`config.mk`:
```
export PLATFORM = sky130hd
export DESIGN_NAME = command_line_tokenizer_core_flat
export DESIGN_NICKNAME = d
export VERILOG_FILES = /design/src/rtl/ctk_pkg.sv /design/src/rtl/ctk_req_if.sv /design/src/rtl/ctk_rsp_if.sv /design/src/rtl/command_line_tokenizer_core.sv /design/src/rtl/ctk_char_class.sv /design/src/rtl/ctk_digit_acc.sv /design/src/flat_wrapper.sv
export VERILOG_INCLUDE_DIRS = /design/src /design/src/rtl
export SDC_FILE = /design/constraint.sdc
export NUM_CORES = 1
export LEC_CHECK = 0
export ABC_CLOCK_PERIOD_IN_PS = 17900
export BUFFER_PORTS_ARGS = -buffer_cell sky130_fd_sc_hd__buf_2
export CAP_MARGIN = 20
export CORE_MARGIN = 10
export CORE_UTILIZATION = 60
export DETAILED_ROUTE_END_ITERATION = 7
export GPL_ROUTABILITY_DRIVEN = 0
export PLACE_DENSITY = 0.83
export SLEW_MARGIN = 40
export SYNTH_ARGS = -nofsm -noshare
export SYNTH_HDL_FRONTEND = slang
export SYNTH_SLANG_ARGS = --single-unit
```
`constraint.sdc`:
```
create_clock -name clock -period 17.9 [get_ports clock]
set_clock_uncertainty 0.15 [all_clocks]
set_input_delay 0.895 -clock clock [delete_from_list [all_inputs] [get_ports clock]]
set_output_delay 0.895 -clock clock [all_outputs]
set_load 0.01 [all_outputs]
```
`src/rtl/command_line_tokenizer_core_macros.svh`:
```
// Assertion macros shared by the command line tokenizer RTL.
`ifndef COMMAND_LINE_TOKENIZER_CORE_MACROS_SVH
`define COMMAND_LINE_TOKENIZER_CORE_MACROS_SVH

`ifndef NO_ASSERTIONS

// Same-cycle implication, sampled on clock, off during reset.
`define CTK_ASSERT_IMPL(label, ante, cons) \
   label: assert property (@(posedge clock) disable iff (reset) (ante) |-> (cons)) \
      else $error("tokenizer assertion failed");

// Next-cycle implication, sampled on clock, off during reset.
`define CTK_ASSERT_NEXT(label, ante, cons) \
   label: assert property (@(posedge clock) disable iff (reset) (ante) |=> (cons)) \
      else $error("tokenizer assertion failed");

`else

`define CTK_ASSERT_IMPL(label, ante, cons)
`define CTK_ASSERT_NEXT(label, ante, cons)

`endif

`endif

```
`src/rtl/ctk_pkg.sv`:
```
// Package: constants, codes and types of the command line tokenizer.
`default_nettype none

package ctk_pkg;

   localparam int MaxNumbers    = 4;
   localparam int NumberWidth   = 32;
   localparam int IndexWidth    = $clog2(MaxNumbers + 2);
   localparam int ValueWidth    = 32;
   localparam int OutSlots      = 4;
   localparam int ProductWidth  = NumberWidth + 4;

   localparam logic [NumberWidth-1:0] NumberLimit = '1;

   // line status codes
   localparam logic [1:0] StatusValid   = 2'd0;
   localparam logic [1:0] StatusError   = 2'd1;
   localparam logic [1:0] StatusIgnored = 2'd2;

   // characters of interest
   localparam logic [7:0] ChNewline = 8'd10;
   localparam logic [7:0] ChHash    = 8'd35;
   localparam logic [7:0] ChSpace   = 8'd32;
   localparam logic [7:0] ChTab     = 8'd9;
   localparam logic [7:0] ChVtab    = 8'd11;
   localparam logic [7:0] ChFeed    = 8'd12;
   localparam logic [7:0] ChReturn  = 8'd13;
   localparam logic [7:0] ChZero    = 8'd48;
   localparam logic [7:0] ChNine    = 8'd57;
   localparam logic [7:0] ChUpperA  = 8'd65;
   localparam logic [7:0] ChUpperZ  = 8'd90;
   localparam logic [7:0] ChLowerA  = 8'd97;
   localparam logic [7:0] ChLowerZ  = 8'd122;

   typedef struct packed {
      logic       is_newline;
      logic       is_hash;
      logic       is_alpha;
      logic       is_blank;
      logic       is_numeral;
      logic [3:0] digit;
   } char_class_type;

   typedef struct packed {
      logic [7:0]            command_code;
      logic [ValueWidth-1:0] value_one;
      logic [ValueWidth-1:0] value_two;
      logic [ValueWidth-1:0] value_three;
      logic [ValueWidth-1:0] value_four;
      logic [2:0]            value_count;
      logic [1:0]            line_status;
      logic                  input_ended;
   } result_type;

endpackage

`default_nettype wire

```
`src/rtl/ctk_req_if.sv`:
```
// Interface: input channel carrying one byte or an end-of-input mark.
`default_nettype none

interface ctk_req_if;
   logic       valid;
   logic       ready;
   logic [7:0] byte_in;
   logic       end_of_input;

   modport source (output valid, output byte_in, output end_of_input, input ready);
   modport sink (input valid, input byte_in, input end_of_input, output ready);
endinterface

`default_nettype wire

```
`src/rtl/ctk_rsp_if.sv`:
```
// Interface: result channel carrying one parsed line.
`default_nettype none

interface ctk_rsp_if;
   logic        valid;
   logic        ready;
   logic [7:0]  command_code;
   logic [31:0] value_one;
   logic [31:0] value_two;
   logic [31:0] value_three;
   logic [31:0] value_four;
   logic [2:0]  value_count;
   logic [1:0]  line_status;
   logic        input_ended;

   modport source (output valid, output command_code, output value_one, output value_two,
                   output value_three, output value_four, output value_count,
                   output line_status, output input_ended, input ready);
   modport sink (input valid, input command_code, input value_one, input value_two,
                 input value_three, input value_four, input value_count,
                 input line_status, input input_ended, output ready);
endinterface

`default_nettype wire

```
`src/rtl/command_line_tokenizer_core.sv`:
```
// Top level: command line tokenizer, one character per cycle into parsed line results.
//
// Usage:
//   req_if carries one transaction per character: byte_in, or end_of_input set
//   to close the stream (byte_in then ignored). rsp_if carries one transaction
//   per closed line: command letter, up to four numbers, their count, a status
//   (valid, error, ignored) and whether end of input closed the line.
//   Characters that do not close a line produce no response transaction.
// Path: a closing character passes the input register, then the result register,
//   before its result shows on rsp_if.
// Throughput: one character per cycle, save while a closing character stalls;
//   the per-character work is a classify, one times-ten add with overflow check, and a state update.
// Reset: synchronous, active high; clears the input and result registers and
//   returns the parser to the start of a line with all accumulators at zero.
//   req_if.ready stays low while reset is held.
// Stall: while a result waits on rsp_if, characters that close no line keep
//   flowing; a closing character holds in the input register until the result
//   register frees, and req_if.ready drops only then.
`default_nettype none

`include "command_line_tokenizer_core_macros.svh"

module command_line_tokenizer_core (
   input  wire logic  clock,
   input  wire logic  reset,
   ctk_req_if.sink    req_if,
   ctk_rsp_if.source  rsp_if
);

   localparam int Iw = ctk_pkg::IndexWidth;
   localparam int Nw = ctk_pkg::NumberWidth;

   // input register
   logic       item_valid_ff, item_valid_in;
   logic [7:0] item_byte_ff, item_byte_in;
   logic       item_end_ff, item_end_in;

   // parser state
   logic          at_line_start_ff, at_line_start_in;
   logic [7:0]    command_letter_ff, command_letter_in;
   logic          ignore_line_ff, ignore_line_in;
   logic          line_error_ff, line_error_in;
   logic          gap_seen_ff, gap_seen_in;
   logic [Iw-1:0] number_index_ff, number_index_in;
   logic [Nw-1:0] acc_ff [ctk_pkg::MaxNumbers];
   logic [Nw-1:0] acc_in [ctk_pkg::MaxNumbers];

   // result register
   logic                 rsp_valid_ff, rsp_valid_in;
   ctk_pkg::result_type  rsp_ff, rsp_in;

   ctk_pkg::char_class_type cls;
   logic          emit;
   logic [1:0]    emit_status;
   logic          emit_ended;
   logic          advance;
   logic          rsp_free;
   logic [Iw-1:0] index_eff;
   logic [Nw-1:0] acc_sel;
   logic [Nw-1:0] acc_next;
   logic          acc_overflow;
   logic [Nw-1:0] slot_value [ctk_pkg::OutSlots];

   ctk_char_class u_class (
      .ch  (item_byte_ff),
      .cls (cls)
   );

   ctk_digit_acc u_acc (
      .acc      (acc_sel),
      .digit    (cls.digit),
      .acc_next (acc_next),
      .overflow (acc_overflow)
   );

   // number slot that a digit lands in: open a new one after a gap
   always_comb begin
      index_eff = number_index_ff;
      if (gap_seen_ff && number_index_ff <= Iw'(ctk_pkg::MaxNumbers)) begin
         index_eff = number_index_ff + Iw'(1);
      end
      acc_sel = '0;
      for (int k = 0; k < ctk_pkg::MaxNumbers; k++) begin
         if (index_eff == Iw'(k + 1)) begin
            acc_sel = acc_ff[k];
         end
      end
   end

   // line parser: next state and whether this character closes a line
   always_comb begin
      at_line_start_in  = at_line_start_ff;
      command_letter_in = command_letter_ff;
      ignore_line_in    = ignore_line_ff;
      line_error_in     = line_error_ff;
      gap_seen_in       = gap_seen_ff;
      number_index_in   = number_index_ff;
      acc_in            = acc_ff;
      emit              = 1'b0;
      emit_status       = ctk_pkg::StatusIgnored;
      emit_ended        = item_end_ff;

      if (at_line_start_ff) begin
         if (item_end_ff || cls.is_newline) begin
            emit        = 1'b1;
            emit_status = ctk_pkg::StatusIgnored;
         end else begin
            at_line_start_in = 1'b0;
            ignore_line_in   = cls.is_hash;
            if (cls.is_alpha) begin
               command_letter_in = item_byte_ff;
            end else begin
               line_error_in = 1'b1;
            end
         end
      end else if (item_end_ff || cls.is_newline) begin
         emit = 1'b1;
         if (ignore_line_ff) begin
            emit_status = ctk_pkg::StatusIgnored;
         end else if (line_error_ff || item_end_ff) begin
            emit_status = ctk_pkg::StatusError;
         end else begin
            emit_status = ctk_pkg::StatusValid;
         end
      end else if (cls.is_blank) begin
         gap_seen_in = 1'b1;
      end else if (!cls.is_numeral || (!gap_seen_ff && number_index_ff == '0)) begin
         line_error_in = 1'b1;
      end else begin
         number_index_in = index_eff;
         gap_seen_in     = 1'b0;
         if (index_eff == '0 || index_eff > Iw'(ctk_pkg::MaxNumbers)) begin
            line_error_in = 1'b1;
         end else begin
            for (int k = 0; k < ctk_pkg::MaxNumbers; k++) begin
               if (index_eff == Iw'(k + 1)) begin
                  acc_in[k] = acc_next;
               end
            end
            if (acc_overflow) begin
               line_error_in = 1'b1;
            end
         end
      end

      // drop the line state once its line closes and its result is registered
      if (emit) begin
         at_line_start_in  = 1'b1;
         command_letter_in = '0;
         ignore_line_in    = 1'b0;
         line_error_in     = 1'b0;
         gap_seen_in       = 1'b0;
         number_index_in   = '0;
         for (int k = 0; k < ctk_pkg::MaxNumbers; k++) begin
            acc_in[k] = '0;
         end
      end
   end

   // result formatting: fields past the configured slots read zero
   always_comb begin
      for (int j = 0; j < ctk_pkg::OutSlots; j++) begin
         slot_value[j] = '0;
         if (j < ctk_pkg::MaxNumbers && emit_status == ctk_pkg::StatusValid) begin
            slot_value[j] = acc_ff[j];
         end
      end
      rsp_in.command_code = (emit_status == ctk_pkg::StatusValid) ? command_letter_ff : '0;
      rsp_in.value_one    = ctk_pkg::ValueWidth'(slot_value[0]);
      rsp_in.value_two    = ctk_pkg::ValueWidth'(slot_value[1]);
      rsp_in.value_three  = ctk_pkg::ValueWidth'(slot_value[2]);
      rsp_in.value_four   = ctk_pkg::ValueWidth'(slot_value[3]);
      rsp_in.value_count  = (emit_status == ctk_pkg::StatusValid)
                            ? 3'(number_index_ff) : 3'd0;
      rsp_in.line_status  = emit_status;
      rsp_in.input_ended  = emit_ended;
   end

   // flow control: only a line-closing character needs the result register
   always_comb begin
      rsp_free      = !rsp_valid_ff || rsp_if.ready;
      advance       = item_valid_ff && (!emit || rsp_free);
      req_if.ready  = !reset && (!item_valid_ff || advance);

      item_valid_in = item_valid_ff;
      item_byte_in  = item_byte_ff;
      item_end_in   = item_end_ff;
      if (req_if.ready) begin
         item_valid_in = req_if.valid;
         item_byte_in  = req_if.byte_in;
         item_end_in   = req_if.end_of_input;
      end

      rsp_valid_in = rsp_valid_ff;
      if (advance && emit) begin
         rsp_valid_in = 1'b1;
      end else if (rsp_if.ready) begin
         rsp_valid_in = 1'b0;
      end
   end

   always_ff @(posedge clock) begin
      if (reset) begin
         item_valid_ff     <= 1'b0;
         rsp_valid_ff      <= 1'b0;
         at_line_start_ff  <= 1'b1;
         command_letter_ff <= '0;
         ignore_line_ff    <= 1'b0;
         line_error_ff     <= 1'b0;
         gap_seen_ff       <= 1'b0;
         number_index_ff   <= '0;
         for (int k = 0; k < ctk_pkg::MaxNumbers; k++) begin
            acc_ff[k] <= '0;
         end
      end else begin
         item_valid_ff <= item_valid_in;
         rsp_valid_ff  <= rsp_valid_in;
         if (advance) begin
            at_line_start_ff  <= at_line_start_in;
            command_letter_ff <= command_letter_in;
            ignore_line_ff    <= ignore_line_in;
            line_error_ff     <= line_error_in;
            gap_seen_ff       <= gap_seen_in;
            number_index_ff   <= number_index_in;
            acc_ff            <= acc_in;
         end
      end
   end

   always_ff @(posedge clock) begin
      item_byte_ff <= item_byte_in;
      item_end_ff  <= item_end_in;
      if (advance && emit) begin
         rsp_ff <= rsp_in;
      end
   end

   always_comb begin
      rsp_if.valid        = rsp_valid_ff;
      rsp_if.command_code = rsp_ff.command_code;
      rsp_if.value_one    = rsp_ff.value_one;
      rsp_if.value_two    = rsp_ff.value_two;
      rsp_if.value_three  = rsp_ff.value_three;
      rsp_if.value_four   = rsp_ff.value_four;
      rsp_if.value_count  = rsp_ff.value_count;
      rsp_if.line_status  = rsp_ff.line_status;
      rsp_if.input_ended  = rsp_ff.input_ended;
   end

   // a non-valid line carries no letter and no count
   `CTK_ASSERT_IMPL(a_clear_on_reject, rsp_valid_ff && rsp_ff.line_status != ctk_pkg::StatusValid, rsp_ff.command_code == '0 && rsp_ff.value_count == '0)
   // number index never passes one beyond the slot count
   `CTK_ASSERT_IMPL(a_index_range, 1'b1, number_index_ff <= Iw'(ctk_pkg::MaxNumbers + 1))
   // a closed line puts the parser back at line start
   `CTK_ASSERT_NEXT(a_line_restart, advance && emit, at_line_start_ff && number_index_ff == '0)
   // a valid result never counts more numbers than there are slots
   `CTK_ASSERT_IMPL(a_count_range, rsp_valid_ff, rsp_ff.value_count <= 3'(ctk_pkg::MaxNumbers))

endmodule

`default_nettype wire

```
`src/rtl/ctk_char_class.sv`:
```
// Character classifier: decode one byte into the classes the parser tests.
`default_nettype none

module ctk_char_class (
   input  wire logic [7:0]              ch,
   output ctk_pkg::char_class_type      cls
);

   always_comb begin
      cls.is_newline = (ch == ctk_pkg::ChNewline);
      cls.is_hash    = (ch == ctk_pkg::ChHash);
      cls.is_alpha   = (ch inside {[ctk_pkg::ChUpperA:ctk_pkg::ChUpperZ],
                                   [ctk_pkg::ChLowerA:ctk_pkg::ChLowerZ]});
      cls.is_blank   = (ch inside {ctk_pkg::ChSpace, ctk_pkg::ChTab, ctk_pkg::ChVtab,
                                   ctk_pkg::ChFeed, ctk_pkg::ChReturn});
      cls.is_numeral = (ch inside {[ctk_pkg::ChZero:ctk_pkg::ChNine]});
      cls.digit      = 4'(ch - ctk_pkg::ChZero);
   end

endmodule

`default_nettype wire

```
`src/rtl/ctk_digit_acc.sv`:
```
// Decimal accumulate step: acc * 10 + digit, saturating at the number limit.
`default_nettype none

module ctk_digit_acc (
   input  wire logic [ctk_pkg::NumberWidth-1:0] acc,
   input  wire logic [3:0]                      digit,
   output logic      [ctk_pkg::NumberWidth-1:0] acc_next,
   output logic                                 overflow
);

   logic [ctk_pkg::ProductWidth-1:0] wide_acc;
   logic [ctk_pkg::ProductWidth-1:0] sum;

   always_comb begin
      wide_acc = ctk_pkg::ProductWidth'(acc);
      // times ten as two shifted adds
      sum      = (wide_acc << 3) + (wide_acc << 1) + ctk_pkg::ProductWidth'(digit);
      overflow = (sum[ctk_pkg::ProductWidth-1:ctk_pkg::NumberWidth] != '0);
      acc_next = overflow ? ctk_pkg::NumberLimit : sum[ctk_pkg::NumberWidth-1:0];
   end

endmodule

`default_nettype wire

```
`src/flat_wrapper.sv`:
```
// flat-port wrapper written by rule: the top's interface ports become plain ports
module command_line_tokenizer_core_flat 
  (clock, reset, req_if_valid, req_if_byte_in, req_if_end_of_input, req_if_ready, rsp_if_valid, rsp_if_command_code, rsp_if_value_one, rsp_if_value_two, rsp_if_value_three, rsp_if_value_four, rsp_if_value_count, rsp_if_line_status, rsp_if_input_ended, rsp_if_ready);
  ctk_req_if req_if_i ();
  ctk_rsp_if rsp_if_i ();
  input  wire logic clock;
  input  wire logic reset;
  input wire logic [$bits(req_if_i.valid)-1:0] req_if_valid;
  input wire logic [$bits(req_if_i.byte_in)-1:0] req_if_byte_in;
  input wire logic [$bits(req_if_i.end_of_input)-1:0] req_if_end_of_input;
  output wire logic [$bits(req_if_i.ready)-1:0] req_if_ready;
  output wire logic [$bits(rsp_if_i.valid)-1:0] rsp_if_valid;
  output wire logic [$bits(rsp_if_i.command_code)-1:0] rsp_if_command_code;
  output wire logic [$bits(rsp_if_i.value_one)-1:0] rsp_if_value_one;
  output wire logic [$bits(rsp_if_i.value_two)-1:0] rsp_if_value_two;
  output wire logic [$bits(rsp_if_i.value_three)-1:0] rsp_if_value_three;
  output wire logic [$bits(rsp_if_i.value_four)-1:0] rsp_if_value_four;
  output wire logic [$bits(rsp_if_i.value_count)-1:0] rsp_if_value_count;
  output wire logic [$bits(rsp_if_i.line_status)-1:0] rsp_if_line_status;
  output wire logic [$bits(rsp_if_i.input_ended)-1:0] rsp_if_input_ended;
  input wire logic [$bits(rsp_if_i.ready)-1:0] rsp_if_ready;
  assign req_if_i.valid = req_if_valid;
  assign req_if_i.byte_in = req_if_byte_in;
  assign req_if_i.end_of_input = req_if_end_of_input;
  assign req_if_ready = req_if_i.ready;
  assign rsp_if_valid = rsp_if_i.valid;
  assign rsp_if_command_code = rsp_if_i.command_code;
  assign rsp_if_value_one = rsp_if_i.value_one;
  assign rsp_if_value_two = rsp_if_i.value_two;
  assign rsp_if_value_three = rsp_if_i.value_three;
  assign rsp_if_value_four = rsp_if_i.value_four;
  assign rsp_if_value_count = rsp_if_i.value_count;
  assign rsp_if_line_status = rsp_if_i.line_status;
  assign rsp_if_input_ended = rsp_if_i.input_ended;
  assign rsp_if_i.ready = rsp_if_ready;
  command_line_tokenizer_core u_core (.clock(clock), .reset(reset), .req_if(req_if_i), .rsp_if(rsp_if_i));
endmodule
```
==> flow_metrics.py <==
metrics = {
    "status": {
        "status": "finished, final reports clean",
    },
    "critical_path": {
        "path_max_fanout": 67,
        "r2r-end": "u_core.acc_ff[57]$_SDFFE_PP0P_",
        "arrival_ns": 7.57,
        "regToRegStartpoint": "u_core.number_index_ff[0]$_SDFFE_PP0P_",
        "cp.required_ns": 18.13,
        "cp-end-kind": "flop",
        "reg2regPathDepth": 18,
        "start_kind": "flop",
        "crit_type": "reg -> reg",
        "r2r_setup_slack_ns": 10.56,
    },
    "sta": {
        "setup_violations": 0,
        "fin_worst_hold_slack_ns": 0.337,
        "worst_slew_margin_rel_pct": 45.4,
        "post-route-period-util_pct": 41.0,
        "setup_ws_ns": 10.56,
        "worst_pin_slew_ns": 0.809,
        "setup_tns_ns": 0,
        "slew_violations": 0,
        "grt_setup_unrepaired": "no",
        "fmax_mhz": 136,
        "hold_viol": 0,
        "period_minus_slack_ns": 7.34,
    },
    "routing": {
        "ant_nets": 0,
        "drtIter0Drc": 1504,
        "wl_per_cell_um": 20.6,
        "drc_errors": 0,
        "wl_mm": 38.7,
        "via_count": 11700,
        "vias_per_cell": 6.20,
        "drtPass1Iterations": 6,
    },
    "floorplanning": {
        "die_x_um": 175,
        "dieArea_um2": 30800,
        "row_count": 56,
        "chipHeight_um": 175,
        "core-area_um2": 23600,
        "initial_utilization_pct": 61.4,
        "ioPinCount": 157,
    },
    "final_layout": {
        "nets": 1620,
        "final_common_cell": "buf_2",
        "final_util_pct": 69.7,
        "layout_common_cells": "buf_2, edfxtp_1, dfxtp_1, and2_1, nand2_1",
        "stdcell_count": 1880,
        "area_growth_pct": 13.5,
        "antenna_cells": 0,
        "drive_gt1_share_pct": 18.3,
    },
    "clocking": {
        "cts_setup_buffers": 0,
        "htree_levels": 1,
        "cts.clk_slew.worst_paths_ns": 0.06,
        "cts.sinks": 296,
        "hold_buffers": 0,
        "cts.root.buffer_cell": "clkbuf_16",
        "cts_buffers": 29,
        "clockBufferDepth": 3,
        "cts-resized-gates": 0,
        "cts_tree": "yes",
        "insertion_delay_ns": 0.54,
    },
    "logic_synthesis": {
        "ys_ff_latch": 296,
        "yosys_warnings": 0,
        "netlist_instances": 1431,
        "yosys.cell_types.count": 76,
        "synth-edff-count": 151,
        "synth.largest_area_cell": "edfxtp_1",
        "syn_nets": 1512,
        "synth_area_leaders": "edfxtp_1, dfxtp_1, and2_1, ha_1, a21oi_1",
        "synthArstFlopShare_pct": 0,
        "yosysTopAreaCellShare_pct": 31.3,
        "synth_flop_cell": "edfxtp_1",
        "avgSynthCellArea_um2": 10.1,
        "synthesis.area_um2": 14500,
        "yosysSeqAreaShare_pct": 51.3,
    },
    "power_and_ir_drop": {
        "clockPowerShare_pct": 45.1,
        "power_frac_comb_pct": 3.1,
        "leakage_nw": 6.79,
        "sw_frac_of_total_pct": 20.8,
        "p_per_area_nw_per_um2": 85.1,
        "worst_ir_drop_vdd_mv": 0.0612,
        "power.switching_w": 0.000291,
        "seq_power_share_pct": 51.8,
        "p_int_w": 0.00111,
    },
    "global_route": {
        "grt_usage_pct": 24.2,
        "grt_pass1_wl_mm": 61.1,
        "antenna_found_initial": 0,
        "grt_pass1_vias": 10900,
        "overflow": 0,
        "grt_max_degree": 104,
    },
    "placed_design": {
        "dp_hpwl_mm": 27.6,
        "pre_cts_ws_ns": 10.75,
        "placed_cells": 1827,
        "portBuffers": 156,
    },
    "worst_hold_path": {
        "holdPathEnd": "u_core.number_index_ff[1]$_SDFFE_PP0P_",
        "whs_path_depth": 2,
        "hold_start": "u_core.number_index_ff[1]$_SDFFE_PP0P_",
        "hold_path.class": "reg -> reg",
    },
    "flow_run": {
        "drv_cap": 0,
    },
}
==> cell type report <==
type                    count  area [um^2]
fillers                  1734         7160
multi-input cells        1023         6620
well taps                 319          399
repair buffers            175          938
clock inverters             6         90.1
clock buffers              47          916
flip-flops and latches    296         7440
inverters                  14         52.6
==> worst max-delay path, stage by stage, from the launching register on <==
cell	delay, ns
dfxtp_1	0.36
ha_1	0.21
nand2_1	0.08
mux2i_1	0.67
inv_2	0.42
ha_2	0.32
buf_4	0.30
o41a_1	0.52
fa_1	0.51
fa_1	0.45
and2b_1	0.24
o31a_1	0.23
a211oi_1	0.17
nor4_1	0.37
o21bai_1	0.14
a2111o_1	0.42
a211oi_4	0.63
nand2b_2	0.77
o211ai_1	0.19
==> routing by layer <==
layer	vias up	GRT usage [%]	share of wire (%)
li1	5391	-	-
met1	5514	33.9	41
met2	686	37.5	45
met3	72	5.62	12
met4	0	5.51	2.0
met5	-	0	0
==> kinds of logic after synthesis <==
logic type	Yosys count	synth area share, %
fa+ha+maj	68	5.97
simple gates	547	20.5
compound gates	367	16.1
mux	14	0.967
xor+xnor	27	1.68
flops	296	51.3
buf+inv	112	3.49
==> sequential cells by signal (all words and copies together), names as in the netlist <==
register,count
u_core.acc_ff,128
u_core.rsp_if.value_four,32
u_core.rsp_if.value_one,32
u_core.rsp_if.value_three,32
u_core.rsp_if.value_two,32
u_core.command_letter_ff,8
u_core.item_byte_ff,8
u_core.rsp_if.command_code,8
u_core.number_index_ff,3
u_core.rsp_if.value_count,3
u_core.rsp_if.line_status,2
u_core.at_line_start_ff,1
u_core.emit_ended,1
u_core.gap_seen_ff,1
u_core.ignore_line_ff,1
u_core.item_valid_ff,1
u_core.line_error_ff,1
u_core.rsp_if.input_ended,1
u_core.rsp_if.valid,1
==> worst max-delay path by stage <==
stage / startpoint / to / slack, ns / cells past startpoint
finish: u_core.number_index_ff[0]$_SDFFE_PP0P_ / u_core.acc_ff[57]$_SDFFE_PP0P_ / 10.56 / 18
global route: u_core.number_index_ff[0]$_SDFFE_PP0P_ / u_core.acc_ff[54]$_SDFFE_PP0P_ / 10.13 / 19
CTS: u_core.number_index_ff[0]$_SDFFE_PP0P_ / u_core.acc_ff[57]$_SDFFE_PP0P_ / 10.71 / 18
detailed placement: u_core.number_index_ff[0]$_SDFFE_PP0P_ / u_core.acc_ff[57]$_SDFFE_PP0P_ / 10.75 / 18
global placement: u_core.number_index_ff[0]$_SDFFE_PP0P_ / u_core.acc_ff[97]$_SDFFE_PP0P_ / 10.52 / 18
floorplan: u_core.item_byte_ff[4]$_DFFE_PP_ / u_core.rsp_if.command_code[0]$_SDFFCE_PP0P_ / 9.88 / 4
==> per-stage QoR <==
step / total power, W / area [um^2]
3_5_place_dp: 0.000781 / 15400
5_1_grt: 0.00143 / 16400
2_1_floorplan: 0.000765 / 14500
4_1_cts: 0.00140 / 16400
6_report: 0.00140 / 16400
3_3_place_gp: 0.000780 / 15400
==> power by group through the flow <==
stage | registers [W] | logic, W | clock network, W
4_1_cts | 0.000725 | 0.0000425 | 0.000635
3_3_place_gp | 0.000739 | 0.0000409 | 0
3_5_place_dp | 0.000739 | 0.0000421 | 0
5_1_grt | 0.000725 | 0.0000462 | 0.000663
6_report | 0.000725 | 0.0000427 | 0.000632
2_1_floorplan | 0.000744 | 0.0000216 | 0
==> synthesized netlist by cell type, types with 13 or more instances <==
library cell and number:
nor2b_1 15, inv_1 13, nand2_1 139, a21oi_1 133, o211ai_1 18, xnor2_1 19, o21ai_0 69, nor3b_1 58
edfxtp_1 151, mux2i_1 14, and2_1 141, a22oi_1 55, buf_2 14, dfxtp_1 145, ha_1 66, nor2_1 81
nand4_1 13, clkbuf_1 74, nand2_2 30
(Power assumes the default switching activity.)
